--- src/design/gtc_pkg.sv ---
// Shared types, constants and helper functions for the grayscale tint colorizer.
// Used by gray_tint_colorize_pixel; no dependencies.
package gtc_pkg;

	typedef logic [7:0] chan_t;

	// Configuration register indexes
	typedef enum logic [1:0] {
		REG_TINT_RED   = 2'd0,
		REG_TINT_GREEN = 2'd1,
		REG_TINT_BLUE  = 2'd2,
		REG_TINT_ALPHA = 2'd3
	} cfg_reg_t;

	localparam int unsigned ChanW    = 8;
	localparam int unsigned NumCol   = 3;
	localparam int unsigned GrayMulR = 11;
	localparam int unsigned GrayMulG = 16;
	localparam int unsigned GrayMulB = 5;
	localparam int unsigned GraySumW = 13;
	localparam int unsigned RampW    = 15;
	localparam int unsigned BlendW   = 16;
	localparam int unsigned RampDiv  = 127;
	localparam int unsigned Full     = 255;

	// n / 127 for n <= 127*255: n = 128*q0 + lo, so n = 127*q0 + (lo + q0)
	function automatic chan_t div127(input logic [RampW-1:0] n);
		chan_t      q;
		logic [8:0] r;
		q = n[14:7];
		r = 9'(n[6:0]) + 9'(q);
		if (r >= 9'(2 * RampDiv)) begin
			q = q + 8'd2;
		end else if (r >= 9'(RampDiv)) begin
			q = q + 8'd1;
		end
		return q;
	endfunction

	// n / 255 for n <= 255*255
	function automatic chan_t div255(input logic [BlendW-1:0] n);
		chan_t      q;
		logic [8:0] r;
		q = n[15:8];
		r = 9'(n[7:0]) + 9'(q);
		if (r >= 9'(Full)) begin
			q = q + 8'd1;
		end
		return q;
	endfunction

endpackage

--- src/design/gray_tint_colorize_pixel.sv ---
// Grayscale tint colorizer, one ARGB8888 pixel per transaction.
// Five register stages (s1 to s5); out_valid is the valid bit of the last one. Throughput one
// pixel per cycle, the whole pipeline holding while the output is stalled.
// Reset (arst_n, asynchronous, active low) empties the pipeline and clears
// all tint registers to zero. Depends on gtc_pkg.
module gray_tint_colorize_pixel (
	input  logic                clk,
	input  logic                arst_n,
	input  logic                cfg_we,
	input  logic [1:0]          cfg_index,
	input  gtc_pkg::chan_t      cfg_data,
	input  logic                in_valid,
	output logic                in_stall,
	input  gtc_pkg::chan_t      src_red,
	input  gtc_pkg::chan_t      src_green,
	input  gtc_pkg::chan_t      src_blue,
	input  gtc_pkg::chan_t      src_alpha,
	output logic                out_valid,
	input  logic                out_stall,
	output gtc_pkg::chan_t      out_red,
	output gtc_pkg::chan_t      out_green,
	output gtc_pkg::chan_t      out_blue,
	output gtc_pkg::chan_t      out_alpha
);

	gtc_pkg::chan_t tint_q [gtc_pkg::NumCol];
	gtc_pkg::chan_t tint_alpha_q;

	logic adv;
	logic v_s1, v_s2, v_s3, v_s4, v_s5;

	gtc_pkg::chan_t                   src_s1 [gtc_pkg::NumCol];
	gtc_pkg::chan_t                   src_s2 [gtc_pkg::NumCol];
	gtc_pkg::chan_t                   src_s3 [gtc_pkg::NumCol];
	gtc_pkg::chan_t                   alpha_s1, alpha_s2, alpha_s3, alpha_s4, alpha_s5;
	gtc_pkg::chan_t                   gray_s1;
	logic [gtc_pkg::RampW-1:0]        num_s2 [gtc_pkg::NumCol];
	gtc_pkg::chan_t                   ramp_s3 [gtc_pkg::NumCol];
	logic [gtc_pkg::BlendW-1:0]       bl_s4 [gtc_pkg::NumCol];
	gtc_pkg::chan_t                   res_s5 [gtc_pkg::NumCol];

	logic [gtc_pkg::GraySumW-1:0]     gray_sum;
	logic [gtc_pkg::RampW-1:0]        num_d [gtc_pkg::NumCol];
	logic [gtc_pkg::BlendW-1:0]       bl_d [gtc_pkg::NumCol];

	assign adv      = !(v_s5 && out_stall);
	assign in_stall = !adv;

	always_ff @(posedge clk or negedge arst_n) begin
		if (!arst_n) begin
			for (int i = 0; i < gtc_pkg::NumCol; i++) begin
				tint_q[i] <= '0;
			end
			tint_alpha_q <= '0;
		end else if (cfg_we) begin
			unique case (gtc_pkg::cfg_reg_t'(cfg_index))
				gtc_pkg::REG_TINT_RED:   tint_q[0]    <= cfg_data;
				gtc_pkg::REG_TINT_GREEN: tint_q[1]    <= cfg_data;
				gtc_pkg::REG_TINT_BLUE:  tint_q[2]    <= cfg_data;
				gtc_pkg::REG_TINT_ALPHA: tint_alpha_q <= cfg_data;
				default: ;
			endcase
		end
	end

	function automatic logic [gtc_pkg::GraySumW-1:0] gray_tint_sum(
		input gtc_pkg::chan_t r,
		input gtc_pkg::chan_t g,
		input gtc_pkg::chan_t b
	);
		return gtc_pkg::GraySumW'(r * gtc_pkg::GrayMulR)
			+ gtc_pkg::GraySumW'(g * gtc_pkg::GrayMulG)
			+ gtc_pkg::GraySumW'(b * gtc_pkg::GrayMulB);
	endfunction

	// luma: (11R + 16G + 5B) / 32
	assign gray_sum = gray_tint_sum(src_red, src_green, src_blue);

	// ramp numerator: low half gray*t, high half (gray-128)*(255-t) + 127*t
	always_comb begin
		for (int i = 0; i < gtc_pkg::NumCol; i++) begin
			num_d[i] = gtc_pkg::RampW'(gray_s1[6:0]
				* (gray_s1[7] ? gtc_pkg::Full - tint_q[i] : tint_q[i]));
			if (gray_s1[7]) begin
				num_d[i] = num_d[i] + gtc_pkg::RampW'(tint_q[i] * gtc_pkg::RampDiv);
			end
		end
	end

	// blend: a*c + (255-a)*src
	always_comb begin
		for (int i = 0; i < gtc_pkg::NumCol; i++) begin
			bl_d[i] = gtc_pkg::BlendW'(tint_alpha_q * ramp_s3[i])
				+ gtc_pkg::BlendW'((gtc_pkg::Full - tint_alpha_q) * src_s3[i]);
		end
	end

	always_ff @(posedge clk or negedge arst_n) begin
		if (!arst_n) begin
			v_s1 <= 1'b0;
			v_s2 <= 1'b0;
			v_s3 <= 1'b0;
			v_s4 <= 1'b0;
			v_s5 <= 1'b0;
		end else if (adv) begin
			v_s1 <= in_valid;
			v_s2 <= v_s1;
			v_s3 <= v_s2;
			v_s4 <= v_s3;
			v_s5 <= v_s4;
		end
	end

	always_ff @(posedge clk) begin
		if (adv) begin
			src_s1[0] <= src_red;
			src_s1[1] <= src_green;
			src_s1[2] <= src_blue;
			alpha_s1  <= src_alpha;
			gray_s1   <= gray_sum[12:5];
			src_s2    <= src_s1;
			alpha_s2  <= alpha_s1;
			src_s3    <= src_s2;
			alpha_s3  <= alpha_s2;
			alpha_s4  <= alpha_s3;
			alpha_s5  <= alpha_s4;
			for (int i = 0; i < gtc_pkg::NumCol; i++) begin
				num_s2[i]  <= num_d[i];
				ramp_s3[i] <= gtc_pkg::div127(num_s2[i]);
				bl_s4[i]   <= bl_d[i];
				res_s5[i]  <= gtc_pkg::div255(bl_s4[i]);
			end
		end
	end

	assign out_valid = v_s5;
	assign out_red   = res_s5[0];
	assign out_green = res_s5[1];
	assign out_blue  = res_s5[2];
	assign out_alpha = alpha_s5;

`ifndef SYNTHESIS
	a_accept_enters: assert property (@(posedge clk) disable iff (!arst_n)
		in_valid && !in_stall |=> v_s1)
		else $error("accepted transaction did not enter the pipeline");

	a_ramp_range: assert property (@(posedge clk) disable iff (!arst_n)
		v_s2 |-> (num_s2[0] <= 15'(gtc_pkg::RampDiv * gtc_pkg::Full))
			&& (num_s2[1] <= 15'(gtc_pkg::RampDiv * gtc_pkg::Full))
			&& (num_s2[2] <= 15'(gtc_pkg::RampDiv * gtc_pkg::Full)))
		else $error("ramp numerator out of range");

	a_blend_range: assert property (@(posedge clk) disable iff (!arst_n)
		v_s4 |-> (bl_s4[0] <= 16'(gtc_pkg::Full * gtc_pkg::Full))
			&& (bl_s4[1] <= 16'(gtc_pkg::Full * gtc_pkg::Full))
			&& (bl_s4[2] <= 16'(gtc_pkg::Full * gtc_pkg::Full)))
		else $error("blend sum out of range");

	a_hold_on_stall: assert property (@(posedge clk) disable iff (!arst_n)
		in_stall |=> $stable(v_s3) && $stable(v_s4) && $stable(alpha_s4))
		else $error("pipeline moved while stalled");
`endif

endmodule

--- config.mk ---
export PLATFORM = sky130hd
export DESIGN_NAME = gray_tint_colorize_pixel
export DESIGN_NICKNAME = d
export VERILOG_FILES = /design/src/design/gtc_pkg.sv /design/src/design/gray_tint_colorize_pixel.sv
export SDC_FILE = /design/constraint.sdc
export NUM_CORES = 2
export LEC_CHECK = 0
export ABC_AREA = 1
export ABC_CLOCK_PERIOD_IN_PS = 12200
export BUFFER_PORTS_ARGS = -buffer_cell sky130_fd_sc_hd__buf_2
export CELL_PAD_IN_SITES_DETAIL_PLACEMENT = 1
export CELL_PAD_IN_SITES_GLOBAL_PLACEMENT = 1
export CORE_MARGIN = 5
export CORE_UTILIZATION = 55
export DETAILED_ROUTE_END_ITERATION = 8
export GPL_TIMING_DRIVEN = 0
export PLACE_DENSITY_LB_ADDON = 0.1
export SLEW_MARGIN = 20
export SYNTH_ARGS = -nofsm -noshare
export SYNTH_HDL_FRONTEND = slang
export SYNTH_SLANG_ARGS = --single-unit
--- constraint.sdc ---
create_clock -name clk -period 12.2 [get_ports clk]
set_clock_uncertainty 0.1 [all_clocks]
set_input_delay 1.22 -clock clk [delete_from_list [all_inputs] [get_ports clk]]
set_output_delay 1.22 -clock clk [all_outputs]
set_load 0.02 [all_outputs]
==> results.txt <==
----------------------------------------------------
[Placed design]
  Port Buf Inserts ... 80
  Placed wire-length estimate ... 92.02 mm
  Final RePlAce weighted congestion ... 0.8810

[Clock tree]
  Root buffer cell ... clkbuf_16
  TritonCTS Sinks ... 298
  Buffers inserted by post-CTS timing repair ... 0
  Number of hold-repair buffers added at the cts stage ... 0
  Clock tree from TritonCTS ... yes
  Clock Pin Slew Worst Setup and Hold Paths ... 60 ps
  Cells resized by post-CTS repair ... 0
  H-tree lvl count ... 2
  Maximum root-to-sink buffer count ... 3
  Number of buffers created by CTS ... 38
  Worst skew pair latency ... 570 ps

[Die]
  Std-Cell Rows ... 97
  Core box area ... 0.07003 mm^2
  Initial core utilization ... 55.45%
  Chip width ... 275.7 um
  Overall die area ... 0.07601 mm^2
  Die Span Y ... 275.7 um
  Number of ports placed on the die boundary ... 81

[Setup path]
  CP Max Fanout ... 10
  Crit path arrival time ... 9070 ps
  Critical path start-end classification ... reg2reg
  Endpoint kind of the worst setup timing path ... register
  Slowest cell on the critical path ... fa_1
  Kind of launch point of the worst setup path ... register
  Data required, critical path ... 12440 ps
  Delay of the slowest cell on the worst path ... 550 ps
  Most numerous cell on the critical path ... fa_1

[Drt]
  DRC violations left ... 0
  Vias per Instance ... 5.467
  Final ANT Viol Nets ... 0
  Iteration-0 DRC Markers ... 1527
  WL per Instance ... 20.63 um
  Total via count in the routed design ... 30177
  1st-pass router iterations ... 5
  Routed wire length ... 113.9 mm

[Timing]
  Final clock period utilization by the worst path ... 72.42%
  Count of endpoints failing setup in the final report ... 0
  RSZ-0062 raised after global routing ... no
  Post-route setup TNS ... 0 ps
  Final critical path time including I/O delays and setup ... 8835 ps
  Rel. slew slack ... 26.72%
  Number of hold violations in the final report ... 0
  Highest attainable clock frequency ... 113.2 MHz
  Final Max Tran Viols ... 0
  Transition at the pin with the smallest max-transition slack ... 1099 ps

[Global routing]
  Overall track demand over capacity in global routing ... 30.40%
  Global-route wire length before repair ... 180.0 mm
  Vias in the first global route ... 33758
  Final global-route overflow total ... 0
  Pin count of the biggest net entering global routing ... 62
  Antenna violations before repair ... 0

[Final layout]
  Area added between synthesis and finish ... 8.017%
  Filler cell count ... 8320
  Number of antenna diodes ... 0
  Number of nets at the end of the flow ... 5582
  Layout cells sized above 1 ... 5.328%

[Outcome]
  Run status ... finished, final reports clean

[Synthesis]
  Number of warnings printed during yosys synthesis ... 0
  Sequential share of the synthesized area ... 22.57%
  Count of unique library cells instantiated by Yosys ... 49
  Synthesized instance count ... 4424
  Dominant cell type by area after synthesis ... fa_1
  Number of synthesized flops with an enable pin ... 261
  Primary flip-flop cell chosen by synthesis mapping ... edfxtp_1
  Proportion of netlist area held by the largest area contributor ... 26.60%
  Area of the mapped netlist ... 0.03883 mm^2
  Mapped Avg Cell Area ... 8.777 um^2
  Share of flip-flops with an asynchronous set or reset ... 12.42%
  Cells taking the most area after synthesis ... fa_1 27%, edfxtp_1 20%, ha_1 15%
  Count of state elements after synthesis ... 298

[Job]
  Max cap viols ... 0

[Worst hold path]
  Worst min path class ... reg2reg

----------------------------------------------------
## metrics by stage
stage / instance area [um^2] / hold WS (ps) / cells / util, % / worst slack [ps]
after floorplan: 38840 / 300.3 / 4426 / - / 2720
final: 41940 / 313.7 / 5520 / 59.89 / 3365
after CTS: 41940 / 308.0 / 5520 / 59.89 / 3360
after global routing: 41940 / 320.6 / 5520 / 59.89 / 2919
after detailed placement: 40560 / 305.6 / 5451 / 57.92 / 3390
after global placement: 40410 / 300.3 / 5446 / 57.71 / 87.09
## synth_stat cells, drive strengths merged, types with 7 or more instances
library cell  count
a21oi           126
dfrtp            37
fa              516
or2              16
a21o              9
a21boi            7
nand3           198
nor3             27
nor2            348
buf              16
nand2           912
nand3b            7
edfxtp          261
xnor2            60
nand4            22
ha              468
o21bai           10
o21ai           113
clkbuf           82
inv            1032
a31oi             7
xor2            116
## layout by cell type (no fill, tap or decap), drive strengths merged, types with 3 or more instances in the layout
master	instances
inv	1036
a211oi	4
conb	3
or2	16
o21a	4
fa	516
nor2	348
bufinv	7
clkbuf	130
dfrtp	37
nand3b	7
edfxtp	261
clkinv	15
a21oi	126
ha	468
nand3	198
o31ai	3
o22ai	5
xnor2	60
nor4	3
nand4	22
o21bai	10
nand2	912
buf	101
o21ai	113
o2111ai	5
a31oi	7
xor2	116
a21boi	7
a21o	9
nor3	27
## metal layers
layer  track usage, %  vias to the layer above  share of wire, %
met5                0                        -                 0
met4            13.30                        0               5.3
met3            5.024                      312               5.1
met2            55.04                      772                51
met1            35.60                    15261                38
li1                 -                    13832                 -
## final cells by class
type	instances	area (um^2)	area share (%)
multi-input combinational	2993	25750	61.39
inverter	1037	3897	9.292
buffer	98	435.4	1.038
tap	940	1176	2.804
clock inverter	21	334.1	0.7965
sequential	298	8763	20.89
timing repair buffer	85	538.0	1.283
clock buffer	48	1050	2.503
## flip-flops by register name, summed over array words and instances (netlist names), 24 cells and up
register / cells
bl_s4: 48
num_s2: 45
ramp_s3: 24
res_s5: 24
src_s1: 24
src_s2: 24
src_s3: 24
tint_q: 24
## logic make-up after synthesis
family,synth area share [%]
simple gates,16.25
buf+inv,11.16
fa+ha+maj,41.68
flops,22.57
compound gates,4.363
xor+xnor,3.970
other cells,0.009658
## final timing paths
path | from | slack, ps | endpoint | cells past startpoint
max | gray_s1[7]$_DFFE_PN_ | 3360 | num_s2[0][40]$_DFFE_PN_ | 30
min | src_s1[4]$_DFFE_PN_ | 310 | src_s2[4]$_DFFE_PN_ | 0
min reg2reg | src_s1[4]$_DFFE_PN_ | 310 | src_s2[4]$_DFFE_PN_ | 0
min in group asynchronous | arst_n | 690 | tint_q[21]$_DFFE_PN0P_ | 1
max reg2reg | gray_s1[7]$_DFFE_PN_ | 3360 | num_s2[0][40]$_DFFE_PN_ | 30
max in group asynchronous | arst_n | 10720 | tint_alpha_q[6]$_DFFE_PN0P_ | 1
## worst max-delay path, delay by kind of cell (launching register included)
| kind | cells | cell delay, ps |
|---|---|---|
| and+or+nand+nor | 4 | 520 |
| adders and majority gates | 9 | 4280 |
| xor gates and xnor gates | 2 | 620 |
| DFF | 1 | 320 |
| buffers and inverters | 9 | 1360 |
| AOI/OAI and AO/OA | 6 | 1400 |
Power is left out: the tool's default activity adds up to more than one toggle a clock period on the data nets, which glitch-free logic cannot reach.
